### src/rtl/kct_pkg.sv
// Shared types, constants and codes for the keyed counter table.
`timescale 1ns / 1ps

package kct_pkg;

   localparam int ENTRIES    = 16;
   localparam int TAG_BITS   = 16;
   localparam int COUNT_BITS = 31;

   localparam int IDX_BITS = (ENTRIES > 1) ? $clog2(ENTRIES) : 1;
   localparam int CNT_BITS = $clog2(ENTRIES + 1);

   localparam int FIELD_TAG_W    = 16;
   localparam int FIELD_AMOUNT_W = 31;
   localparam int FIELD_COUNT_W  = 31;
   localparam int STATUS_W       = 3;

   // The shared unit is wide enough for any tag or count, plus a borrow bit.
   localparam int ALU_W = 33;
   localparam int RES_W = ALU_W + 1;

   localparam logic [COUNT_BITS-1:0] COUNT_MAX = '1;

   localparam logic [STATUS_W-1:0] STATUS_OK          = 3'd0;
   localparam logic [STATUS_W-1:0] STATUS_BAD_TAG     = 3'd1;
   localparam logic [STATUS_W-1:0] STATUS_ZERO_AMOUNT = 3'd2;
   localparam logic [STATUS_W-1:0] STATUS_NOT_FOUND   = 3'd3;
   localparam logic [STATUS_W-1:0] STATUS_FULL        = 3'd4;

   typedef enum logic {
      FUNC_ADD    = 1'b0,
      FUNC_REMOVE = 1'b1
   } func_type;

   typedef enum logic {
      ALU_ADD,
      ALU_SUB
   } alu_op_type;

   typedef enum logic [1:0] {
      S_IDLE,
      S_SCAN,
      S_UPDATE,
      S_RESP
   } state_type;

   typedef struct packed {
      alu_op_type       op;
      logic [ALU_W-1:0] a;
      logic [ALU_W-1:0] b;
   } alu_req_type;

   typedef struct packed {
      logic [RES_W-1:0] res;
      logic             zero;
      logic             neg;
   } alu_rsp_type;

   typedef struct packed {
      logic                  wr_en;
      logic                  set_valid;
      logic                  clr_valid;
      logic [IDX_BITS-1:0]   addr;
      logic [TAG_BITS-1:0]   tag;
      logic [COUNT_BITS-1:0] count;
   } store_wr_type;

endpackage

### src/rtl/keyed_counter_table_unit.sv
// Top level of the keyed counter table: sequencer, scan control and response register.
//
//   Channel | Ports                               | Direction
//   --------+-------------------------------------+----------
//   request | req_valid req_stall req_func        | in
//           | req_tag req_amount                  |
//   result  | rsp_valid rsp_stall rsp_new_count   | out
//           | rsp_status                          |
//
// A rejected request (zero tag or zero amount) is answered in the cycle after its beat.
// Otherwise the entries are scanned one per cycle through the memory read port and the shared
// add/subtract unit: a hit, or a new entry on an add, passes through an update step before
// the result; other misses answer directly, and idle follows each result beat.
// Synchronous reset clears all valid bits and the sequencer; req_stall stays high from the
// accepted beat until the result beat is taken, and a stalled result holds its value.
`timescale 1ns / 1ps

module keyed_counter_table_unit
   import kct_pkg::*;
(
   input  logic                     clock,
   input  logic                     reset,
   input  logic                     req_valid,
   output logic                     req_stall,
   input  logic                     req_func,
   input  logic [FIELD_TAG_W-1:0]    req_tag,
   input  logic [FIELD_AMOUNT_W-1:0] req_amount,
   output logic                     rsp_valid,
   input  logic                     rsp_stall,
   output logic [FIELD_COUNT_W-1:0]  rsp_new_count,
   output logic [STATUS_W-1:0]       rsp_status
);

   state_type state_ff, state_in;

   func_type                  func_ff, func_in;
   logic [TAG_BITS-1:0]       key_ff, key_in;
   logic [FIELD_AMOUNT_W-1:0] amt_ff, amt_in;
   logic [CNT_BITS-1:0]       cnt_ff, cnt_in;
   logic                      rd_pend_ff, rd_pend_in;
   logic [IDX_BITS-1:0]       rd_idx_ff, rd_idx_in;
   logic                      free_found_ff, free_found_in;
   logic [IDX_BITS-1:0]       free_idx_ff, free_idx_in;
   logic                      hit_ff, hit_in;
   logic [IDX_BITS-1:0]       hit_idx_ff, hit_idx_in;
   logic [COUNT_BITS-1:0]     cur_count_ff, cur_count_in;
   logic [FIELD_COUNT_W-1:0]  out_count_ff, out_count_in;
   logic [STATUS_W-1:0]       out_status_ff, out_status_in;

   logic [TAG_BITS-1:0]   req_key;
   logic                  req_reject;
   logic                  scan_more;
   logic [IDX_BITS-1:0]   cnt_idx;
   logic                  tag_hit;
   logic                  scan_miss;
   logic                  sat;
   logic [COUNT_BITS-1:0] add_count;
   logic                  remove_frees;

   alu_req_type           alu_req;
   alu_rsp_type           alu_rsp;
   store_wr_type          store_wr;
   logic                  rd_en;
   logic [TAG_BITS-1:0]   rd_tag;
   logic [COUNT_BITS-1:0] rd_count;
   logic [ENTRIES-1:0]    valid;

   kct_alu u_alu (
      .req (alu_req),
      .rsp (alu_rsp)
   );

   kct_store u_store (
      .clock    (clock),
      .reset    (reset),
      .wr       (store_wr),
      .rd_en    (rd_en),
      .rd_addr  (cnt_idx),
      .rd_tag   (rd_tag),
      .rd_count (rd_count),
      .valid    (valid)
   );

   assign req_key    = TAG_BITS'(req_tag);
   assign req_reject = (req_key == '0) || (req_amount == '0);

   assign cnt_idx   = cnt_ff[IDX_BITS-1:0];
   assign scan_more = (cnt_ff < CNT_BITS'(ENTRIES));
   // The read is registered, so the compare looks at the entry read in the previous cycle.
   assign tag_hit   = rd_pend_ff && valid[rd_idx_ff] && alu_rsp.zero;
   assign scan_miss = !rd_pend_ff && !scan_more;

   assign sat          = (alu_rsp.res > RES_W'(COUNT_MAX));
   assign add_count    = sat ? COUNT_MAX : alu_rsp.res[COUNT_BITS-1:0];
   assign remove_frees = alu_rsp.neg || alu_rsp.zero;

   assign rd_en = (state_ff == S_SCAN) && scan_more;

   always_comb begin
      alu_req.op = ALU_SUB;
      alu_req.a  = ALU_W'(rd_tag);
      alu_req.b  = ALU_W'(key_ff);
      if (state_ff == S_UPDATE) begin
         alu_req.op = (func_ff == FUNC_ADD) ? ALU_ADD : ALU_SUB;
         alu_req.a  = ALU_W'(cur_count_ff);
         alu_req.b  = ALU_W'(amt_ff);
      end
   end

   always_comb begin
      store_wr           = '0;
      store_wr.addr      = hit_ff ? hit_idx_ff : free_idx_ff;
      store_wr.tag       = key_ff;
      store_wr.count     = (func_ff == FUNC_ADD) ? add_count : alu_rsp.res[COUNT_BITS-1:0];
      if (state_ff == S_UPDATE) begin
         if (func_ff == FUNC_ADD) begin
            store_wr.wr_en     = 1'b1;
            store_wr.set_valid = 1'b1;
         end else if (remove_frees) begin
            store_wr.clr_valid = 1'b1;
         end else begin
            store_wr.wr_en = 1'b1;
         end
      end
   end

   // Next state.
   always_comb begin
      state_in = state_ff;
      unique case (state_ff)
         S_IDLE: begin
            if (req_valid) begin
               state_in = req_reject ? S_RESP : S_SCAN;
            end
         end
         S_SCAN: begin
            if (tag_hit) begin
               state_in = S_UPDATE;
            end else if (scan_miss) begin
               if ((func_ff == FUNC_REMOVE) || !free_found_ff) begin
                  state_in = S_RESP;
               end else begin
                  state_in = S_UPDATE;
               end
            end
         end
         S_UPDATE: begin
            state_in = S_RESP;
         end
         S_RESP: begin
            if (!rsp_stall) begin
               state_in = S_IDLE;
            end
         end
         default: state_in = S_IDLE;
      endcase
   end

   // Handshake outputs.
   always_comb begin
      req_stall = 1'b1;
      rsp_valid = 1'b0;
      unique case (state_ff)
         S_IDLE:   req_stall = 1'b0;
         S_RESP:   rsp_valid = 1'b1;
         S_SCAN,
         S_UPDATE: req_stall = 1'b1;
         default:  req_stall = 1'b1;
      endcase
   end

   always_comb begin
      func_in       = func_ff;
      key_in        = key_ff;
      amt_in        = amt_ff;
      cnt_in        = cnt_ff;
      rd_pend_in    = rd_pend_ff;
      rd_idx_in     = rd_idx_ff;
      free_found_in = free_found_ff;
      free_idx_in   = free_idx_ff;
      hit_in        = hit_ff;
      hit_idx_in    = hit_idx_ff;
      cur_count_in  = cur_count_ff;
      out_count_in  = out_count_ff;
      out_status_in = out_status_ff;
      unique case (state_ff)
         S_IDLE: begin
            if (req_valid) begin
               func_in       = func_type'(req_func);
               key_in        = req_key;
               amt_in        = req_amount;
               cnt_in        = '0;
               rd_pend_in    = 1'b0;
               free_found_in = 1'b0;
               hit_in        = 1'b0;
               out_count_in  = '0;
               priority if (req_key == '0) begin
                  out_status_in = STATUS_BAD_TAG;
               end else if (req_amount == '0) begin
                  out_status_in = STATUS_ZERO_AMOUNT;
               end else begin
                  out_status_in = STATUS_OK;
               end
            end
         end
         S_SCAN: begin
            if (scan_more) begin
               cnt_in     = cnt_ff + 1'b1;
               rd_pend_in = 1'b1;
               rd_idx_in  = cnt_idx;
               // The lowest free slot is the first invalid one seen on the way.
               if (!free_found_ff && !valid[cnt_idx]) begin
                  free_found_in = 1'b1;
                  free_idx_in   = cnt_idx;
               end
            end else begin
               rd_pend_in = 1'b0;
            end
            if (tag_hit) begin
               hit_in       = 1'b1;
               hit_idx_in   = rd_idx_ff;
               cur_count_in = rd_count;
            end else if (scan_miss) begin
               cur_count_in = '0;
               if (func_ff == FUNC_REMOVE) begin
                  out_status_in = STATUS_NOT_FOUND;
               end else if (!free_found_ff) begin
                  out_status_in = STATUS_FULL;
               end
            end
         end
         S_UPDATE: begin
            out_status_in = STATUS_OK;
            if (func_ff == FUNC_ADD) begin
               out_count_in = FIELD_COUNT_W'(add_count);
            end else if (remove_frees) begin
               out_count_in = '0;
            end else begin
               out_count_in = FIELD_COUNT_W'(alu_rsp.res[COUNT_BITS-1:0]);
            end
         end
         S_RESP: begin
            out_count_in = out_count_ff;
         end
         default: begin
            out_count_in = out_count_ff;
         end
      endcase
   end

   always_ff @(posedge clock) begin
      if (reset) begin
         state_ff <= S_IDLE;
      end else begin
         state_ff <= state_in;
      end
   end

   always_ff @(posedge clock) begin
      func_ff       <= func_in;
      key_ff        <= key_in;
      amt_ff        <= amt_in;
      cnt_ff        <= cnt_in;
      rd_pend_ff    <= rd_pend_in;
      rd_idx_ff     <= rd_idx_in;
      free_found_ff <= free_found_in;
      free_idx_ff   <= free_idx_in;
      hit_ff        <= hit_in;
      hit_idx_ff    <= hit_idx_in;
      cur_count_ff  <= cur_count_in;
      out_count_ff  <= out_count_in;
      out_status_ff <= out_status_in;
   end

   assign rsp_new_count = out_count_ff;
   assign rsp_status    = out_status_ff;

endmodule

### src/rtl/kct_alu.sv
// Shared add/subtract unit used for tag compares and count updates.
`timescale 1ns / 1ps

module kct_alu
   import kct_pkg::*;
(
   input  alu_req_type req,
   output alu_rsp_type rsp
);

   logic [RES_W-1:0] ext_a;
   logic [RES_W-1:0] ext_b;
   logic [RES_W-1:0] res;

   assign ext_a = {1'b0, req.a};
   assign ext_b = {1'b0, req.b};

   always_comb begin
      unique case (req.op)
         ALU_ADD: res = ext_a + ext_b;
         ALU_SUB: res = ext_a - ext_b;
         default: res = ext_a + ext_b;
      endcase
   end

   assign rsp.res  = res;
   assign rsp.zero = (res == '0);
   assign rsp.neg  = res[RES_W-1];

endmodule

### src/rtl/kct_store.sv
// Entry storage: tag/count memory with registered read and per-entry valid bits.
`timescale 1ns / 1ps

module kct_store
   import kct_pkg::*;
(
   input  logic                  clock,
   input  logic                  reset,
   input  store_wr_type          wr,
   input  logic                  rd_en,
   input  logic [IDX_BITS-1:0]   rd_addr,
   output logic [TAG_BITS-1:0]   rd_tag,
   output logic [COUNT_BITS-1:0] rd_count,
   output logic [ENTRIES-1:0]    valid
);

   logic [TAG_BITS+COUNT_BITS-1:0] entry_mem [ENTRIES];
   logic [TAG_BITS+COUNT_BITS-1:0] rd_data_ff;
   logic [ENTRIES-1:0]             valid_ff;
   logic [ENTRIES-1:0]             valid_in;

   always_ff @(posedge clock) begin
      if (wr.wr_en) begin
         entry_mem[wr.addr] <= {wr.tag, wr.count};
      end
      if (rd_en) begin
         rd_data_ff <= entry_mem[rd_addr];
      end
   end

   always_comb begin
      valid_in = valid_ff;
      if (wr.set_valid) begin
         valid_in[wr.addr] = 1'b1;
      end else if (wr.clr_valid) begin
         valid_in[wr.addr] = 1'b0;
      end
   end

   always_ff @(posedge clock) begin
      if (reset) begin
         valid_ff <= '0;
      end else begin
         valid_ff <= valid_in;
      end
   end

   assign rd_tag   = rd_data_ff[TAG_BITS+COUNT_BITS-1:COUNT_BITS];
   assign rd_count = rd_data_ff[COUNT_BITS-1:0];
   assign valid    = valid_ff;

endmodule

### config.mk
export PLATFORM = sky130hd
export DESIGN_NAME = keyed_counter_table_unit
export DESIGN_NICKNAME = d
export VERILOG_FILES = /design/src/rtl/kct_pkg.sv /design/src/rtl/keyed_counter_table_unit.sv /design/src/rtl/kct_alu.sv /design/src/rtl/kct_store.sv
export SDC_FILE = /design/constraint.sdc
export NUM_CORES = 1
export LEC_CHECK = 0
export ABC_AREA = 1
export BUFFER_PORTS_ARGS = -buffer_cell sky130_fd_sc_hd__clkbuf_2
export CAP_MARGIN = 10
export CORE_ASPECT_RATIO = 0.9
export CORE_UTILIZATION = 40
export CTS_BUF_LIST = sky130_fd_sc_hd__clkbuf_8
export DETAILED_ROUTE_END_ITERATION = 7
export PLACE_DENSITY = 0.67
export SLEW_MARGIN = 20
export SYNTH_ARGS = -nofsm -noshare
export SYNTH_HDL_FRONTEND = slang
export SYNTH_SLANG_ARGS = --single-unit
### constraint.sdc
create_clock -name clock -period 16.1 [get_ports clock]
set_clock_uncertainty 0.05 [all_clocks]
set_input_delay 0.805 -clock clock [delete_from_list [all_inputs] [get_ports clock]]
set_output_delay 0.805 -clock clock [all_outputs]
set_load 0.1 [all_outputs]
* Yosys cells after proc, flatten, opt, wreduce, memory -nomap -nowiden *
Memory sizes are Yosys's and may differ from the RTL's. A register that Yosys moved wholly into a read port is not among the register bits.
Cells that the tools add are included.

storage, ports and cells
  register bits after elaboration = 151
  latch bits = 0
  RAM bits = 752
  memory bits (read-only) = 0
  input bits = 52
  output and inout port bits = 36
  memories = 1

cells by class
  add/subtract/negate cells = 3
  $mul = 0
  div/mod/pow operators = 0
  order comparisons = 6
  equality and inequality tests = 12
  shift operators = 0
  muxes and demuxes = 56
  bitwise gates (word level) = 4
  reduce and logical (&&, ||, !) cells = 34

memories
  memory             depth  bits a word  read ports  clocked after memory_dff  wr ports  line             text
  u_store.entry_mem  16     47           1           1                         1         kct_store.sv:17  logic [TAG_BITS+COUNT_BITS-1:0] entry_mem [ENTRIES];

operators by type and width
  operator                                                     count
  2-to-1 mux 31 bit                                            7
  one-hot mux 34 bit (2 select lines)                          1
  2-to-1 mux 67 bit                                            1
  one-hot mux 31 bit (2 select lines)                          1
  adder 33 x 33 -> 34 bit                                      1
  > comparator 34 x 31 -> 1 bit (second input constant)        1
  logical NOT 34 bit                                           1
  subtractor 33 x 33 -> 34 bit                                 1
  2-to-1 mux 16 bit                                            2
  logical NOT 31 bit                                           1
  2-to-1 mux 1 bit                                             19
  2-to-1 mux 3 bit                                             6
  AND 16 bit                                                   1
  logical NOT 16 bit                                           1
  inverter 16 bit                                              1
  bitwise OR 16 bit                                            1
  less-than comparator 4 x 5 -> 1 bit (second input constant)  3
  2-to-1 mux 2 bit                                             7
  != test 2 bit (second input constant)                        6
  AND reduction 2 bit                                          6
  AND reduction 3 bit                                          4
  2-to-1 mux 5 bit                                             2
  one-hot mux 5 bit (2 select lines)                           1
  one-hot mux 3 bit (3 select lines)                           1
  other kinds (21)                                             39

* Logic depth before layout (Yosys ltp) *
  word-level depth = 11
  depth in mapped cells = 39
  depth with buffers taken out = 38

* By module *
A second synthesis with hierarchy kept.

second synthesis, totals
  cells, all modules = 4,538
  area total of the unflattened synthesis = 44,117.3 um2

modules (own cells, without submodules)
  module                    times used  cells an instance  area each (um2)  sequential area each (um2)
  kct_store                 1           3,193              34,401.7         24,313.3
  keyed_counter_table_unit  1           652                6,268.5          4,033.9
  kct_alu                   1           693                3,447.1          0.0

* Worst setup path after synthesis *
No wires, ideal clock.

  path kind = register -> register
  from = register state_ff[0]
  to = memory u_store.entry_mem[10][0] in the netlist's numbering (enable)
  library setup time = 568 ps
  arrival time = 8,486 ps
  required time = 15,482 ps
  path slack = 6,996 ps
  stages on the path, launching flop included = 33
  cell sequence = dfxtp_1 inv_1 ha_1 buf_2 nand2_1 o21a_1 ha_1 inv_1 nor2_1 nand2_1 nor2_1 nand2_1 o21ai_0 nand2_1 mux2_2 ha_1 nand2_1 nor2_1 inv_1 nor2_1 inv_1 nor2_1 nor2_1 nand2_1 nand2_1 nand2_1 inv_1 nand3_1 nor2_1 nand4_2 a21oi_4 buf_2 nor4_1

between the ends
  word-level cells in the longest chain between the ends = 11
  elaborated cells between the ends (all ways) = 13
  those cells by class = 2 x add/sub; 1 x eq/ne; 7 x mux; 1 x bitwise; 2 x reduce/logical

RTL lines
  item                                                  line                                                              text
  from (decl)                                           keyed_counter_table_unit.sv:34                                    state_type state_ff, state_in;
  from (signal assigned)                                keyed_counter_table_unit.sv:255                                   state_ff <= state_in;
  == test 2 bit *                                       keyed_counter_table_unit.sv:103, keyed_counter_table_unit.sv:115
  2-to-1 mux 67 bit                                     keyed_counter_table_unit.sv:103                                   if (state_ff == S_UPDATE) begin
  subtractor 33 x 33 -> 34 bit (tied with other cells)  kct_alu.sv:21                                                     ALU_SUB: res = ext_a - ext_b;
  one-hot mux 34 bit (2 select lines)                   kct_alu.sv:19                                                     unique case (req.op)
  logical NOT 34 bit                                    kct_alu.sv:27                                                     assign rsp.zero = (res == '0);
  logical OR 1 bit                                      keyed_counter_table_unit.sv:95                                    assign remove_frees = alu_rsp.neg || alu_rsp.zero;
  2-to-1 mux 1 bit                                      keyed_counter_table_unit.sv:119                                   end else if (remove_frees) begin
  2-to-1 mux 1 bit                                      keyed_counter_table_unit.sv:116                                   if (func_ff == FUNC_ADD) begin
  2-to-1 mux 3 bit *                                    keyed_counter_table_unit.sv:115                                   if (state_ff == S_UPDATE) begin
  2-to-1 mux 1 bit *                                    kct_store.sv:23                                                   if (wr.wr_en) begin
  2-to-1 mux 1 bit (not written as such) *              kct_store.sv:24                                                   entry_mem[wr.addr] <= {wr.tag, wr.count};
  to (decl)                                             kct_store.sv:17

Every way passes the cells marked *; elsewhere a longest branch is shown, timed or not.

* Worst setup path in the final report *
  from = register state_ff[0]
  to = register out_count_ff[21] (netlist: rsp_new_count[21]) (data pin)

between the ends
  word-level cells in the longest chain between the ends = 9
  elaborated cells between the ends (all ways) = 14
  those cells by class = 2 x add/sub; 1 x order compare; 1 x eq/ne; 6 x mux; 1 x bitwise; 3 x reduce/logical

RTL lines
  item                                                                                  line                             text
  parallel branches: the longest is 8 deep, another holds subtractor 33 x 33 -> 34 bit  --
  one-hot mux 31 bit (2 select lines) *                                                 keyed_counter_table_unit.sv:186  unique case (state_ff)
  to (signal assigned)                                                                  keyed_counter_table_unit.sv:271  out_count_ff <= out_count_in;
  to (decl)                                                                             keyed_counter_table_unit.sv:47   logic [FIELD_COUNT_W-1:0] out_count_ff, out_count_in;

Mark *: on every way between the ends.
A chain may end at the register's enable or synchronous reset.

==> results.cfg <==
[worst_setup_path]
required_ns = 16.55
critPathTopFamily = simple AND/OR/NAND/NOR gates
worstSetupPathType = reg -> reg
r2r-start = state_ff[0]$_SDFFE_PP0P_
crit_path_max_incr_delay_ns = 0.68
cp.arrival_ns = 7.50
crit_path_end_kind = flip-flop
critPathMostFrequentCell = nand2_1
slowest_stage = a21oi_4
crit_buf_inv = 6
cp_max_fo = 50
regToRegSetupSlack_ns = 9.05
r2r_end = rsp_new_count[21]$_SDFFCE_PP0P_
start_kind = flip-flop
ff2ff_path_depth = 30

[floorplanning]
die_h_um = 305
die_x_um = 338
fp.coreArea_um2 = 100000
num_io_pins = 88
dieArea_um2 = 103000
row_count = 110
start_util_pct = 40.5

[clocking]
insertion_delay_ns = 0.82
root_buffer = clkbuf_8
cts_buffers = 153
clk_path_buf_depth = 3
h-tree-depth = 4
clk_pin_slew_ns = 0.07
cts-hold-fix-buffers = 0
post_cts_buffers = 0
cts.sinks = 950
cts_resized = 0
cts_tree = done

[timing]
rsz0062_at_grt = false
worst-slew-pin-transition_ns = 1.14
fin_crit_ns = 7.05
post-route-period-util_pct = 43.8
slew_headroom_pct = 24.1
fmax_ghz = 0.142
fin_setup_tns_ns = 0
setup_viol = 0
drv_slew = 0
finalHoldViolations = 0

[logic_synthesis]
synth_top_area_cell = edfxtp_1
synthTopCellsByArea = edfxtp_1 69%, nand2_1 5.3%, nor2_1 5.3%, o21ai_0 5.2%, inv_1 2.5%
yosysMostFrequentCell = edfxtp_1
yosysTopAreaCellShare_pct = 68.7
synth-main-ff-cell = edfxtp_1
synth_fp_nets = 3694
synth_cell_types = 44
avgSynthCellArea_um2 = 11.3
ys_warn_count = 0
ys_async_sr_fraction_pct = 0
ys_ff_latch = 950
synth_edf_count = 932
netlist_area_um2 = 40700
yosys-top-cells-count = 932 x edfxtp_1, 578 x nand2_1, 571 x nor2_1, 423 x o21ai_0, 270 x inv_1
seq_area_frac_synth_pct = 69.6
synthCells = 3603

[min_path]
hold_start = req_amount[25]
holdPathEnd = amt_ff[25]$_DFFE_PP_
holdPathStages = 1
hp-class = in -> reg

[grt]
grt_max_degree = 191
antenna_found_initial = 7
grt_util_all_layers_pct = 21.6
overflow = 0
grt_first_pass_wirelength_um = 168000
grt_pass1_vias = 27000

[drt]
routed_wl_um = 113000
wl_per_cell_um = 21.9
dr.pass1.iters = 6
drc = 0
via_count = 28300
via_per_inst = 5.49
ant_nets = 0
drt_iter0_drc = 3251

[placed_design]
dp.cells = 4891
place_area_um2 = 42600
dp_hpwl_um = 66700
io_buffers = 87
place_congestion = 0.937

[flow_run]
cap_violations = 0

[run_status]
status = finished clean

[power_and_ir_drop]
leakage_nw = 16.3
finalPower_mw = 9.57
power-per-cell-area_nw_per_um2 = 211
max-vdd-ir-drop_uv = 161

[cells_and_area]
area_delta_synth_final_pct = 11.2
utilization_pct = 45.1
final_area_um2 = 45300
drive_gt1_share_pct = 9.23
stdcell_count = 5162
nets = 3793
n_fill_cell = 9178
==> worst reg2reg max path, delay by kind of cell, from the launching register on <==
family / cells / cell delay, ns
AND/OR/NAND/NOR: 18 / 3.35
buffers and inverters: 6 / 1.08
AO/OA/AOI/OAI: 2 / 0.90
adder cells (fa/ha/maj): 3 / 0.68
multiplexers: 1 / 0.36
flip-flops: 1 / 0.34
==> stage by stage <==
stage          hold slack, ns  setup slack (ns)
2_1_floorplan           0.390              7.00
3_3_place_gp            0.400              8.95
3_5_place_dp            0.409              9.05
4_1_cts                0.0599              9.01
5_1_grt                 0.102              8.46
6_report                0.138              9.05
==> routing by layer <==
| metal | up-vias | track usage, % | share of wire [%] |
|---|---|---|---|
| li1 | 13000 | - | - |
| met1 | 13700 | 30.7 | 43 |
| met2 | 1417 | 32.7 | 44 |
| met3 | 228 | 4.41 | 9.5 |
| met4 | 2 | 8.20 | 3.3 |
| met5 | - | 0 | 0.011 |
==> sequential cells by signal, indices dropped and copies added, names as in the netlist, 2 cells and up, named ones only <==
| register | cells |
|---|---|
| rsp_new_count | 31 |
| u_store.rd_data_ff | 47 |
| u_store.entry_mem | 752 |
| key_ff | 16 |
| rd_idx_ff | 4 |
| cnt_ff | 5 |
| free_idx_ff | 4 |
| amt_ff | 31 |
| state_ff | 2 |
| rsp_status | 3 |
| hit_idx_ff | 4 |
| cur_count_ff | 31 |
==> area by class of cell <==
cell class,instances,area (um2),area share (%)
timing repair buffer,131,778,1.72
tap,1344,1680,3.71
clock inverter,111,538,1.19
multi-input combinational,2188,10700,23.7
inverter,278,1050,2.33
antenna,3,7.51,0.0166
clock buffer,157,2160,4.77
sequential,950,28300,62.6
==> kinds of logic after synthesis <==
group / count (synthesis) / share of synthesized area [%]
XOR/XNOR: 22 / 0.473
buffers and inverters: 465 / 4.38
AND/OR/NAND/NOR: 1379 / 13.7
AO/OA/AOI/OAI: 742 / 10.4
adder cells (fa/ha/maj): 39 / 1.22
multiplexers: 6 / 0.163
flip-flops: 950 / 69.6
==> power by group <==
part / internal (mW) / switching (mW)
clock: 0.922 / 0.940
sequential: 3.46 / 0.153
combinational: 0.873 / 3.22
total: 5.25 / 4.31
==> cell usage in the layout (no fill, tap or decap), types with 18 or more instances in the layout <==
cell type,count
edfxtp_1,932
nand2_1,578
nor2_1,568
o21ai_0,422
inv_1,328
clkbuf_8,157
nand3_1,131
o22ai_1,115
clkbuf_2,87
a21oi_1,80
o221ai_1,76
buf_4,43
nand4_1,38
ha_1,37
clkinv_1,33
o211ai_1,22
dfxtp_1,18
==> worst max-delay path by stage <==
stage                                   startpoint                                  to  slack, ns  cells past startpoint
after detailed placement  state_ff[0]$_SDFFE_PP0P_     rsp_new_count[10]$_SDFFCE_PP0P_       9.05                     30
after CTS                 state_ff[0]$_SDFFE_PP0P_     rsp_new_count[21]$_SDFFCE_PP0P_       9.01                     30
after global routing      state_ff[0]$_SDFFE_PP0P_     rsp_new_count[10]$_SDFFCE_PP0P_       8.46                     30
final                     state_ff[0]$_SDFFE_PP0P_     rsp_new_count[21]$_SDFFCE_PP0P_       9.05                     30
after global placement    state_ff[0]$_SDFFE_PP0P_     rsp_new_count[10]$_SDFFCE_PP0P_       8.95                     30
after floorplan           state_ff[0]$_SDFFE_PP0P_  u_store.entry_mem[10][0]$_DFFE_PP_       7.00                     32
(Power assumes the default switching activity.)
